<file path="src/design/clp_pkg.sv">
`timescale 1ns / 1ps

package clp_pkg;

    localparam int MAX_DIGITS   = 5;
    localparam int MAX_COMMANDS = 8;

    localparam int CHAR_W    = 8;
    localparam int INDEX_W   = 3;
    localparam int VALUE_W   = 16;
    localparam int COUNT_W   = 4;
    localparam int LETTERS_W = 64;
    localparam int DIGITS_W  = $clog2(MAX_DIGITS + 1);
    localparam int DIGIT_W   = 4;

    localparam int FIFO_DEPTH = 4;
    localparam int FIFO_PTR_W = $clog2(FIFO_DEPTH);
    localparam int FIFO_CNT_W = $clog2(FIFO_DEPTH + 1);

    localparam logic [CHAR_W-1:0] CHAR_MINUS = 8'h2D;
    localparam logic [CHAR_W-1:0] CHAR_ZERO  = 8'h30;
    localparam logic [CHAR_W-1:0] CHAR_NINE  = 8'h39;
    localparam logic [CHAR_W-1:0] CHAR_LF    = 8'h0A;
    localparam logic [CHAR_W-1:0] CHAR_CR    = 8'h0D;

    typedef enum logic {
        CFG_COMMAND_COUNT   = 1'b0,
        CFG_COMMAND_LETTERS = 1'b1
    } t_cfg_index;

    typedef enum logic [1:0] {
        TOK_OPEN  = 2'd0,
        TOK_MINUS = 2'd1,
        TOK_DIGIT = 2'd2,
        TOK_CLOSE = 2'd3
    } t_tok_kind;

    typedef struct packed {
        t_tok_kind            kind;
        logic [INDEX_W-1:0]   index;
        logic [CHAR_W-1:0]    data;
    } t_token;

    typedef struct packed {
        logic empty;
        logic full;
    } t_fifo_status;

endpackage

</file>
<file path="src/design/clp_front.sv">
`timescale 1ns / 1ps

module clp_front
    import clp_pkg::*;
(
    input  logic                 i_clk,
    input  logic                 i_rst_n,
    input  logic                 i_accept,
    input  logic [CHAR_W-1:0]    i_in_char,
    input  logic [COUNT_W-1:0]   i_command_count,
    input  logic [LETTERS_W-1:0] i_command_letters,
    output logic                 o_push,
    output t_token               o_token
);

    logic                r_open;
    logic                n_open;
    logic [COUNT_W-1:0]  active_count;
    logic                match_found;
    logic [INDEX_W-1:0]  match_index;
    logic [CHAR_W-1:0]   digit_offset;

    always_comb begin
        if (i_command_count > COUNT_W'(MAX_COMMANDS)) begin
            active_count = COUNT_W'(MAX_COMMANDS);
        end else begin
            active_count = i_command_count;
        end
    end

    always_comb begin
        match_found = 1'b0;
        match_index = '0;
        for (int i = MAX_COMMANDS - 1; i >= 0; i--) begin
            if ((COUNT_W'(i) < active_count) &&
                (i_command_letters[CHAR_W*i +: CHAR_W] == i_in_char)) begin
                match_found = 1'b1;
                match_index = INDEX_W'(i);
            end
        end
    end

    assign digit_offset = i_in_char - CHAR_ZERO;

    always_comb begin
        n_open        = r_open;
        o_push        = 1'b0;
        o_token.kind  = TOK_OPEN;
        o_token.index = match_index;
        o_token.data  = i_in_char;
        if (!r_open) begin
            if (i_accept && match_found) begin
                o_push = 1'b1;
                n_open = 1'b1;
            end
        end else begin
            priority if (i_in_char == CHAR_MINUS) begin
                o_token.kind = TOK_MINUS;
                o_push       = i_accept;
            end else if ((i_in_char >= CHAR_ZERO) && (i_in_char <= CHAR_NINE)) begin
                o_token.kind = TOK_DIGIT;
                o_token.data = digit_offset;
                o_push       = i_accept;
            end else if ((i_in_char == CHAR_CR) || (i_in_char == CHAR_LF)) begin
                o_token.kind = TOK_CLOSE;
                o_push       = i_accept;
                if (i_accept) begin
                    n_open = 1'b0;
                end
            end else begin
                o_push = 1'b0;
            end
        end
    end

    always_ff @(posedge i_clk) begin
        if (!i_rst_n) begin
            r_open <= 1'b0;
        end else begin
            r_open <= n_open;
        end
    end

endmodule

</file>
<file path="src/design/clp_fifo.sv">
`timescale 1ns / 1ps

module clp_fifo
    import clp_pkg::*;
(
    input  logic         i_clk,
    input  logic         i_rst_n,
    input  logic         i_push,
    input  t_token       i_token,
    input  logic         i_pop,
    output t_token       o_token,
    output t_fifo_status o_status
);

    t_token                r_mem [FIFO_DEPTH];
    logic [FIFO_PTR_W-1:0] r_wr_ptr;
    logic [FIFO_PTR_W-1:0] r_rd_ptr;
    logic [FIFO_CNT_W-1:0] r_count;
    logic                  do_push;
    logic                  do_pop;

    assign o_status.empty = (r_count == '0);
    assign o_status.full  = (r_count == FIFO_CNT_W'(FIFO_DEPTH));
    assign do_push        = i_push && !o_status.full;
    assign do_pop         = i_pop && !o_status.empty;
    assign o_token        = r_mem[r_rd_ptr];

    always_ff @(posedge i_clk) begin
        if (do_push) begin
            r_mem[r_wr_ptr] <= i_token;
        end
    end

    always_ff @(posedge i_clk) begin
        if (!i_rst_n) begin
            r_wr_ptr <= '0;
            r_rd_ptr <= '0;
            r_count  <= '0;
        end else begin
            if (do_push) begin
                r_wr_ptr <= r_wr_ptr + 1'b1;
            end
            if (do_pop) begin
                r_rd_ptr <= r_rd_ptr + 1'b1;
            end
            unique case ({do_push, do_pop})
                2'b10:   r_count <= r_count + 1'b1;
                2'b01:   r_count <= r_count - 1'b1;
                default: r_count <= r_count;
            endcase
        end
    end

endmodule

</file>
<file path="src/design/clp_back.sv">
`timescale 1ns / 1ps

module clp_back
    import clp_pkg::*;
(
    input  logic                       i_clk,
    input  logic                       i_rst_n,
    input  logic                       i_tok_valid,
    input  t_token                     i_token,
    output logic                       o_pop,
    input  logic                       i_stall,
    output logic                       o_valid,
    output logic [INDEX_W-1:0]         o_command_index,
    output logic [CHAR_W-1:0]          o_command_char,
    output logic signed [VALUE_W-1:0]  o_value
);

    logic [VALUE_W-1:0]  r_acc;
    logic [DIGITS_W-1:0] r_digits;
    logic                r_minus;
    logic [INDEX_W-1:0]  r_index;
    logic [CHAR_W-1:0]   r_letter;
    logic                r_out_valid;
    logic [INDEX_W-1:0]  r_out_index;
    logic [CHAR_W-1:0]   r_out_char;
    logic [VALUE_W-1:0]  r_out_value;
    logic                out_free;
    logic                is_close;
    logic [VALUE_W-1:0]  acc_times_ten;
    logic [VALUE_W-1:0]  close_value;

    assign out_free = !r_out_valid || !i_stall;
    assign is_close = (i_token.kind == TOK_CLOSE);
    assign o_pop    = i_tok_valid && (!is_close || out_free);

    assign acc_times_ten = {r_acc[VALUE_W-4:0], 3'b000} + {r_acc[VALUE_W-2:0], 1'b0}
                         + VALUE_W'(i_token.data[DIGIT_W-1:0]);
    assign close_value   = r_minus ? (VALUE_W'(0) - r_acc) : r_acc;

    always_ff @(posedge i_clk) begin
        if (o_pop) begin
            unique case (i_token.kind)
                TOK_OPEN: begin
                    r_acc    <= '0;
                    r_digits <= '0;
                    r_minus  <= 1'b0;
                    r_index  <= i_token.index;
                    r_letter <= i_token.data;
                end
                TOK_MINUS: begin
                    r_minus <= 1'b1;
                end
                TOK_DIGIT: begin
                    if (r_digits < DIGITS_W'(MAX_DIGITS)) begin
                        r_acc    <= acc_times_ten;
                        r_digits <= r_digits + 1'b1;
                    end
                end
                TOK_CLOSE: begin
                    r_out_index <= r_index;
                    r_out_char  <= r_letter;
                    r_out_value <= close_value;
                end
                default: begin
                    r_minus <= r_minus;
                end
            endcase
        end
    end

    always_ff @(posedge i_clk) begin
        if (!i_rst_n) begin
            r_out_valid <= 1'b0;
        end else if (o_pop && is_close) begin
            r_out_valid <= 1'b1;
        end else if (!i_stall) begin
            r_out_valid <= 1'b0;
        end
    end

    assign o_valid         = r_out_valid;
    assign o_command_index = r_out_index;
    assign o_command_char  = r_out_char;
    assign o_value         = r_out_value;

endmodule

</file>
<file path="src/design/command_letter_number_parser_unit.sv">
`timescale 1ns / 1ps

// The unit parses a stream of received characters into letter commands with a
// signed decimal argument. Characters enter on i_in_char with i_valid, and a
// beat is taken at an edge where i_valid is high and o_stall is low. Results
// leave on o_command_index, o_command_char and o_value with o_valid, and a
// beat is taken at an edge where o_valid is high and i_stall is low.
// The front stage accepts one character per cycle while the queue is not full
// and classifies it; a four-entry token queue feeds the back stage, which
// accumulates the value and holds the result in an output register. A closing
// CR or LF is queued and then registered there, raising o_valid. Throughput
// is one character per cycle as long as results are taken; while the receiver
// stalls, tokens other than a close keep draining and o_stall rises only
// when the queue is full. Configuration writes on i_cfg_valid are always
// ready: index 0 sets the command count, index 1 the packed letter table.
// They are meant to be issued only while the unit is idle. Synchronous reset
// clears the configuration, closes any open command, empties the queue and
// drops o_valid.

module command_letter_number_parser_unit
    import clp_pkg::*;
(
    input  logic                       i_clk,
    input  logic                       i_rst_n,
    input  logic                       i_valid,
    output logic                       o_stall,
    input  logic [CHAR_W-1:0]          i_in_char,
    output logic                       o_valid,
    input  logic                       i_stall,
    output logic [INDEX_W-1:0]         o_command_index,
    output logic [CHAR_W-1:0]          o_command_char,
    output logic signed [VALUE_W-1:0]  o_value,
    input  logic                       i_cfg_valid,
    output logic                       o_cfg_ready,
    input  t_cfg_index                 i_cfg_index,
    input  logic [LETTERS_W-1:0]       i_cfg_data
);

    logic [COUNT_W-1:0]   r_command_count;
    logic [LETTERS_W-1:0] r_command_letters;
    logic                 in_accept;
    logic                 push;
    t_token               push_token;
    t_token               head_token;
    t_fifo_status         fifo_status;
    logic                 pop;

    assign o_cfg_ready = 1'b1;
    assign o_stall     = fifo_status.full;
    assign in_accept   = i_valid && !fifo_status.full;

    always_ff @(posedge i_clk) begin
        if (!i_rst_n) begin
            r_command_count   <= '0;
            r_command_letters <= '0;
        end else if (i_cfg_valid && o_cfg_ready) begin
            unique case (i_cfg_index)
                CFG_COMMAND_COUNT:   r_command_count   <= i_cfg_data[COUNT_W-1:0];
                CFG_COMMAND_LETTERS: r_command_letters <= i_cfg_data;
                default:             r_command_count   <= r_command_count;
            endcase
        end
    end

    clp_front u_front (
        .i_clk             (i_clk),
        .i_rst_n           (i_rst_n),
        .i_accept          (in_accept),
        .i_in_char         (i_in_char),
        .i_command_count   (r_command_count),
        .i_command_letters (r_command_letters),
        .o_push            (push),
        .o_token           (push_token)
    );

    clp_fifo u_fifo (
        .i_clk    (i_clk),
        .i_rst_n  (i_rst_n),
        .i_push   (push),
        .i_token  (push_token),
        .i_pop    (pop),
        .o_token  (head_token),
        .o_status (fifo_status)
    );

    clp_back u_back (
        .i_clk           (i_clk),
        .i_rst_n         (i_rst_n),
        .i_tok_valid     (!fifo_status.empty),
        .i_token         (head_token),
        .o_pop           (pop),
        .i_stall         (i_stall),
        .o_valid         (o_valid),
        .o_command_index (o_command_index),
        .o_command_char  (o_command_char),
        .o_value         (o_value)
    );

endmodule

</file>
<file path="config.mk">
export PLATFORM = sky130hd
export DESIGN_NAME = command_letter_number_parser_unit
export DESIGN_NICKNAME = d
export VERILOG_FILES = /design/src/design/clp_pkg.sv /design/src/design/clp_front.sv /design/src/design/clp_fifo.sv /design/src/design/clp_back.sv /design/src/design/command_letter_number_parser_unit.sv
export SDC_FILE = /design/constraint.sdc
export NUM_CORES = 1
export LEC_CHECK = 0
export BUFFER_PORTS_ARGS = -buffer_cell sky130_fd_sc_hd__buf_2
export CORE_MARGIN = 2
export CORE_UTILIZATION = 30
export DETAILED_ROUTE_END_ITERATION = 10
export GPL_TIMING_DRIVEN = 0
export PLACE_DENSITY_LB_ADDON = 0.3
export SLEW_MARGIN = 10
export SYNTH_ARGS = -nofsm -noshare
export SYNTH_HDL_FRONTEND = slang
export SYNTH_SLANG_ARGS = --single-unit
</file>
<file path="constraint.sdc">
create_clock -name i_clk -period 10.1 [get_ports i_clk]
set_input_delay 0.505 -clock i_clk [delete_from_list [all_inputs] [get_ports i_clk]]
set_output_delay 0.505 -clock i_clk [all_outputs]
set_load 0.01 [all_outputs]
</file>
==> run metrics, run 1 <==
CP arrival 4.21 ns; DR pass1 iterations 4; Final Skew ~0.022 ns; YS warnings 0; combinational power share 0.179; leakage 0.00387 uW; Mapped Area 8950 um^2; fraction of layout cells with a size suffix above 1 0.195; HPWL after DPL 14.1 mm; Max-slew headroom 0.408; synth cell count leaders nand2_1, edfxtp_1, xnor2_1, dfxtp_1, a21boi_0; CTS root buf clkbuf_16; Post-synth ARST share 0; CP required 10.27 ns; Via Count 5,821; kind of critical path reg2reg; synth top area cells edfxtp_1, dfxtp_1, xnor2_1; CTS tree yes; cts repair resizes 0; first-pass GRT wire length 30.8 mm; vias in the first global route 5,805; Final Hold Vio Count 0; Sink Count about 190; Clk pwr share 0.336; I/O Pins 108; gr ovfl total 0; fin. max-slew vios 0; Bufs on Longest Clock Path 2; Starting Density 0.304; Flop pwr share 0.484; Pwr Total 1930 uW; GRT Total Usage 0.128; Max Clk Rate 0.248 GHz; drt drc 0; Die H 177 um; Core Region 29,500 um^2; leading area contributor after synthesis edfxtp_1; setup TNS 0 ns; Buffers on Ports roughly 110; clk slew on worst S/H paths 0.08 ns; Synth Register Bits 189; number of setup buffers added after CTS 0; Nets 1,028; Synth top area share 0.369; HP Class in2reg; Sw Pwr between 500 and 600 uW; worst vdd ir around 110 uV; Syn Area/Cell 11.4 um^2; crit start category register; worst-path maximum fanout 10; Synth Flop Type edfxtp_1; critical path capture point type register; cts hold-fix bufs 0; outcome completed; post-route ant nets 0; minimum clock period 4.04 ns; Least-Margin Pin Slew between 0.8 and 0.9 ns; RSZ-0062 raised after global routing false; row cnt 63; Routed WL 19.2 mm; Die Area about 31,000 um^2; 1st-iter DRT viols approximately 270; final setup fails 0; count leader, synth nand2_1; Mapped Nets 902; Post-Syn Instances 785; layout overhead on the synthesized area 18.1%; Die Width 177 um; sequential share of the synthesized area 0.546; Power Dens Cells around 180 nW/um^2; pin count of the biggest net entering global routing 20; GP Congestion approximately 0.8; max_cap viols 0; sw frac 0.282; Yosys cell types 61; Num CTS Buffers 17; Tcrit/Tclk final 0.400; Power Internal 1390 uW; Routed wire per std cell 14.6 um; number of flops mapped to enable cells by yosys between 100 and 150; worst skew pair latency between 0.4 and 0.5 ns; worst-case hold slack 0.302 ns; vias per cell 4.43; initial antenna violation count 0; H-tree Lvls 4
-- logic make-up after synthesis --
group,Yosys count,share of synthesized area
simple gates,254,0.130
other cells,1,0.000419
fa+ha+maj,39,0.0570
compound gates,129,0.106
flops,189,0.546
xor+xnor,97,0.0949
mux,18,0.0384
buf+inv,58,0.0274
-- sequential cells by signal, summed over array words and instances (netlist names), named ones only --
| name | count |
|---|---|
| r_command_letters | 64 |
| u_fifo.r_mem | 52 |
| u_back.o_value | 16 |
| u_back.r_acc | 16 |
| u_back.o_command_char | 8 |
| u_back.r_letter | 8 |
| r_command_count | 4 |
| u_back.o_command_index | 3 |
| u_back.r_digits | 3 |
| u_back.r_index | 3 |
| u_fifo.r_count | 3 |
| u_fifo.r_rd_ptr | 2 |
| u_fifo.r_wr_ptr | 2 |
| u_back.o_valid | 1 |
| u_back.r_minus | 1 |
| u_front.r_open | 1 |
-- final timing paths --
kind	startpoint	to	slack [ns]	cells after the start
max	register	u_back.r_acc[13]	6.06	11
min	i_cfg_data[16]	r_command_letters[16]	0.30	3
max reg2reg	register	u_back.r_acc[13]	6.06	11
min reg2reg	u_back.r_letter[1]	u_back.o_command_char[1]	0.42	0
-- per-layer routing --
metal  wire length [um]  global-route usage  vias to the layer above  part of all wire
li1                   -                   -                     2998                 -
met1               9180               0.173                     2693              0.48
met2               9080               0.210                      115              0.47
met3                775              0.0264                       15             0.040
met4                199              0.0331                        0             0.010
met5                  0                   0                        -                 0
-- power by group through the flow --
stage,clock network (uW),logic [uW],registers [uW]
after floorplan,0,196,981
after global placement,0,337,958
after detailed placement,0,354,955
after CTS,668,356,937
after global routing,695,387,943
final,650,347,936
-- per-stage QoR --
stage	instances	util	worst slack [ns]	instance area (um^2)
finish	1315	0.359	6.06	10600
CTS	1314	0.359	5.99	10600
floorplan	785	-	6.38	8950
global route	1314	0.359	5.80	10600
detailed placement	1282	0.339	5.99	10000
global placement	1280	0.338	6.01	9960
-- area by class of cell --
| cell class | instances | area (um^2) |
|---|---|---|
| Multi-Input combinational cell | 538 | 3830 |
| Clock inverter | 14 | 140 |
| Sequential cell | 189 | 4880 |
| Fill cell | 2999 | 18900 |
| Inverter | 19 | 71.3 |
| Buffer | 39 | 174 |
| Tap cell | 390 | 488 |
| Timing Repair Buffer | 107 | 552 |
| Antenna cell | 1 | 2.50 |
| Clock buffer | 18 | 429 |
-- placed cells by master, fill, tap and decap left out, types with 3 or more instances in the layout --
| master | count |
|---|---|
| a21boi_0 | 65 |
| a21o_1 | 5 |
| a21oi_1 | 16 |
| and2_1 | 14 |
| and3_1 | 4 |
| buf_1 | 3 |
| buf_2 | 111 |
| buf_4 | 5 |
| clkbuf_1 | 25 |
| clkbuf_16 | 17 |
| dfxtp_1 | 79 |
| edfxtp_1 | 110 |
| fa_1 | 3 |
| ha_1 | 36 |
| inv_1 | 17 |
| inv_6 | 7 |
| inv_8 | 3 |
| mux2i_1 | 4 |
| mux4_2 | 13 |
| nand2_1 | 150 |
| nand3_1 | 6 |
| nand4_1 | 12 |
| nor2_1 | 28 |
| nor2b_1 | 7 |
| nor3_1 | 7 |
| nor4_1 | 3 |
| nor4_2 | 4 |
| o21a_1 | 4 |
| o21ai_0 | 16 |
| o21bai_1 | 3 |
| or3_1 | 4 |
| or4_1 | 3 |
| xnor2_1 | 83 |
| xor2_1 | 14 |
-- critical path, stage by stage (launching register included) --
cell and delay, ns:
dfxtp_1 0.45, buf_2 0.39, mux4_2 0.61, fa_1 0.55
ha_1 0.31, a21o_1 0.18, a21oi_1 0.22, o21bai_1 0.12
a2111o_1 0.48, a41oi_1 0.26, xor2_1 0.16, nor2_1 0.05
(Power assumes the default switching activity.)
==> run 2: changes to the inputs <==
==> constraint.sdc (replaced) <==
create_clock -name i_clk -period 3.7 [get_ports i_clk]
set_input_delay 0.185 -clock i_clk [delete_from_list [all_inputs] [get_ports i_clk]]
set_output_delay 0.185 -clock i_clk [all_outputs]
set_load 0.01 [all_outputs]
==> run metrics, run 2 (synthesized netlist as in run 1, its figures left out) <==
outcome completed; n_diodes 0; Routed WL just under 20 mm; Final Skew approximately 0.016 ns; Sink Count 189; first-pass GRT wire length between 30 and 40 mm; final setup fails 0; post-route cell area about 11,000 um^2; CP arrival 3.68 ns; worst skew pair latency roughly 0.43 ns; max FFs per register 64; Die H about 180 um; minimum clock period ~3.5 ns; fraction of layout cells with a size suffix above 1 0.198; hold path start i_cfg_data[43]; layout overhead on the synthesized area 21.5%; GP Congestion 0.782; Least-Margin Pin Slew approximately 0.86 ns; DR pass1 iterations 4; critical path capture point type register; Buffers on Ports 105; Max Clk Rate around 0.29 GHz; Die Width 177 um; Final Hold Vio Count 0; CTS tree yes; Starting Density 0.304; kind of critical path reg2reg; H-tree Lvls 4; HPWL after DPL roughly 14 mm; crit start category register; max_cap viols 0; post-route ant nets 0; fill cell count 2,959; pin count of the biggest net entering global routing 20; CTS root buf clkbuf_16; initial antenna violation count 0; register with the most flip-flops r_command_letters; Die Area 31,200 um^2; worst vdd ir 317 uV; I/O Pins approximately 110; R2R setup slack 0.19 ns; GRT Total Usage 0.128; leakage between 0.003 and 0.004 uW; fin. max-slew vios 0; Nets approximately 1,100; 1st-iter DRT viols 272; biggest registers after layout r_command_letters (64), u_fifo.r_mem (52); drt drc 0; Routed wire per std cell roughly 14 um; row cnt 63; Pwr Total about 5300 uW; Max-slew headroom 0.421; Tcrit/Tclk final 0.947; highest-count cells in the layout ignoring fill and taps nand2_1, buf_2, edfxtp_1; Num CTS Buffers 17; area post-placement between 10,000 and 15,000 um^2; Bufs on Longest Clock Path 2; CP required 3.87 ns; gr ovfl total 0; HP Class in2reg; worst-path maximum fanout 10; clk slew on worst S/H paths 0.08 ns; Core Region 29,500 um^2; RSZ-0062 raised after global routing false; vias in the first global route 5,849; vias per cell 4.43; Power Dens Cells around 490 nW/um^2; Via Count roughly 5,900; commonest non-fill, non-tap cell in the layout nand2_1
==> run 2: what timing repair did <==
action / 4_1_cts / 5_1_grt
hold endpoints to repair: 23 / 0
gates resized for setup: 8 / 1
setup buffers: 0 / 4
endpoints found under the setup margin: 4 / 1
hold buffers: 23 / 0
pin swaps: 0 / 2
==> run 2: where the power goes <==
group / switching [uW] / internal [uW]
Clock: 874 / 902
Combinational: 545 / 461
Sequential: 80.0 / 2480
Total: 1500 / 3840
==> run 2: final timing paths <==
check,to,cells after the start
max,u_back.r_acc[13],11
min,r_command_letters[43],3
max reg2reg,u_back.r_acc[13],11
min reg2reg,u_back.o_command_char[5],0
==> run 2: worst max-delay path: stages (launching register included) <==
cell	delay [ns]
dfxtp_1	0.41
clkbuf_4	0.27
mux4_2	0.36
fa_1	0.53
ha_1	0.31
a21o_1	0.19
a21oi_2	0.18
o21bai_1	0.11
a2111o_1	0.45
a41oi_2	0.22
xor2_1	0.17
nor2_1	0.05
==> run 2: routing by layer <==
layer | part of all wire | GRT usage
met5 | 0 | 0
met4 | 0.0077 | 0.0251
met3 | 0.040 | 0.0288
met2 | 0.47 | 0.210
met1 | 0.48 | 0.174
==> run 2: area by class of cell <==
cell class,count,area [um^2],share of cell area
plain buffers,39,193,0.0177
inverters,19,71.3,0.00656
flip-flops and latches,189,4890,0.450
multi-input cells,538,3840,0.354
clock inverters,14,146,0.0135
repair buffers,134,812,0.0747
clock buffers,18,429,0.0395
well taps,390,488,0.0449
==> run 2: through the flow <==
step / setup TNS (ns) / util / hold WS (ns) / setup slack, ns / instances
floorplan: 0 / - / 0.284 / 0.0761 / 785
finish: 0 / 0.369 / 0.00964 / 0.195 / 1341
global placement: -4.81 / 0.338 / 0.408 / -0.328 / 1280
CTS: 0 / 0.368 / 0.000405 / 0.0155 / 1337
global route: 0 / 0.369 / 0.00322 / 0.0431 / 1341
detailed placement: -0.671 / 0.339 / 0.407 / -0.354 / 1282
==> run 3: changes to the inputs <==
--- a/config.mk
+++ b/config.mk
@@ -5,6 +5,7 @@
 export SDC_FILE = /design/constraint.sdc
 export NUM_CORES = 1
 export LEC_CHECK = 0
+export ABC_AREA = 1
 export BUFFER_PORTS_ARGS = -buffer_cell sky130_fd_sc_hd__buf_2
 export CORE_MARGIN = 2
 export CORE_UTILIZATION = 30
==> run metrics, run 3 <==
Routed wire per std cell 14.2 um; minimum clock period approximately 3.3 ns; post-route cell area 10,800 um^2; cell family with most CP delay compound AO/OA/AOI/OAI gates; Mapped Area 9170 um^2; vias in the first global route 6,728; max_cap viols 0; RSZ-0062 raised after global routing false; Final Hold Vio Count 0; n_diodes 0; vias per cell 4.57; Starting Density 0.307; Least-Margin Pin Slew roughly 0.9 ns; CTS root buf clkbuf_16; Core Region 29,900 um^2; Yosys cell types 39; kind of critical path reg2reg; biggest registers after layout r_command_letters (64), u_fifo.r_mem (52); clk slew on worst S/H paths 0.07 ns; fraction of layout cells with a size suffix above 1 0.160; M2 GR Usage 0.234; drt drc 0; Die Area 32,000 um^2; CTS tree yes; fill cell count 3,078; Worst Path Buf+Inv 3; Num CTS Buffers 17; outcome completed; sequential share of the synthesized area 0.533; Mapped Nets approximately 1,100; Multi-input gate area 3620 um^2; placed cell count 1,527; leakage around 0.0045 uW; register with the most flip-flops r_command_letters; setup TNS 0 ns; H-tree Lvls 4; Post-Syn Instances 1,031; Sink Count about 190; Die H 179 um; Bufs on Longest Clock Path 2; critical path capture point type register; Post-synth ARST share 0; synth cell count leaders nand2_1, nor2_1, o21ai_0, edfxtp_1, inv_1; DR pass1 iterations 5; Buffers on Ports 105; pin count of the biggest net entering global routing 28; Syn Area/Cell 8.89 um^2; CP max stage cell fa_1; Synth Register Bits 189; Nets 1,274; met1 Use GR 0.193; max FFs per register 64; area post-placement just over 10,000 um^2; gr ovfl total 0; row cnt 63; synth top area cells edfxtp_1, dfxtp_1, nand2_1; crit-path most repeated cell nand3_1; Finished Layout Cells about 1,600; worst-case hold slack approximately 0.014 ns; CP required 3.88 ns; YS warnings 0; 1st-iter DRT viols 415; fin. max-slew vios 0; worst skew pair latency 0.43 ns; worst vdd ir 367 uV; crit start category register; commonest non-fill, non-tap cell in the layout nand2_1; CP arrival 3.52 ns; grt met3 use 0.0286; initial antenna violation count 0; gr busiest metal met2; Final Skew 0.0150 ns; count leader, synth nand2_1; layout overhead on the synthesized area 17.5%; first-pass GRT wire length 35.1 mm; HPWL after DPL 16.4 mm; Via Count 7,123; GRT Total Usage 0.145; HP Class in2reg; Tcrit/Tclk final 0.903; Routed WL 22.2 mm; Power Dens Cells 699 nW/um^2; leading area contributor after synthesis edfxtp_1; final setup fails 0; Synth top area share 0.360; Die Width 179 um; post-route ant nets 0; Synth Flop Type edfxtp_1; number of flops mapped to enable cells by yosys 110; I/O Pins roughly 110; Max Clk Rate 0.299 GHz; worst-path maximum fanout 10; register area 4880 um^2; GP Congestion a little under 0.9; worst stage delay on the critical path 0.50 ns; highest-count cells in the layout ignoring fill and taps nand2_1, nor2_1, o21ai_0; CP Cell Sequence buf_4, inv_2, clkbuf_2, nor2_1, o22ai_1, fa_1, ha_1, nand3_1, nand2_1, a21boi_0, o21ai_0, nand3_1, nand3_1, o21ai_0, a21oi_1; Max-slew headroom 0.383; Final Util 0.360
## run 3: per-layer routing
| metal | vias to the layer above | wire [um] |
|---|---|---|
| met5 | - | 0 |
| met4 | 0 | 410 |
| met3 | 18 | 1110 |
| met2 | 188 | 10100 |
| met1 | 3241 | 10600 |
| li1 | 3676 | - |
## run 3: path summary, 6_finish.rpt
kind / slack [ns] / endpoint / from / depth (start not counted)
worst max-delay path: 0.36 / u_back.r_acc[11] / register / 15
worst min-delay path: 0.01 / r_command_letters[59] / i_cfg_data[59] / 3
worst max register to register: 0.36 / u_back.r_acc[11] / register / 15
worst min register to register: 0.42 / u_back.o_command_char[3] / u_back.r_letter[3] / 0
## run 3: metrics by stage
| step | setup WS, ns | total power (uW) |
|---|---|---|
| after floorplan | 0.716 | 5060 |
| after global placement | 0.129 | 5770 |
| after detailed placement | 0.125 | 5860 |
| after CTS | 0.115 | 7590 |
| after global routing | 0.00751 | 8160 |
| final | 0.360 | 7530 |
## run 3: cell type report
cell class,instances,share of cell area
inverters,112,0.0407
multi-input cells,689,0.336
well taps,390,0.0453
repair buffers,108,0.0517
flip-flops and latches,189,0.454
clock inverters,13,0.00964
plain buffers,40,0.0215
clock buffers,19,0.0411
## run 3: power by group
| part | total, uW | switching [uW] | internal, uW |
|---|---|---|---|
| combinational | 2730 | 1760 | 973 |
| sequential | 3080 | 239 | 2840 |
| clock | 1720 | 804 | 917 |
| total | 7530 | 2800 | 4730 |
## run 3: cells by family after synthesis
group,Yosys count,synth area share
AND/OR/NAND/NOR,385,0.176
buffers and inverters,153,0.0728
other,1,0.000409
XOR/XNOR,36,0.0344
adder cells (fa/ha/maj),39,0.0557
flip-flops,189,0.533
AO/OA/AOI/OAI,228,0.127
## run 3: worst register-to-register path: stages, from the launching register on
cell,delay (ns)
dfxtp_1,0.30
buf_4,0.16
inv_2,0.11
clkbuf_2,0.26
nor2_1,0.08
o22ai_1,0.31
fa_1,0.50
ha_1,0.31
nand3_1,0.08
nand2_1,0.11
a21boi_0,0.29
o21ai_0,0.18
nand3_1,0.10
nand3_1,0.09
o21ai_0,0.16
a21oi_1,0.06
## run 3: timing repair
item / 4_1_cts / 5_1_grt
hold endpoints to repair: 2 / 0
setup buffers: 0 / 0
hold buffers: 2 / 0
gates resized for setup: 0 / 10
endpoints found under the setup margin: 0 / 5
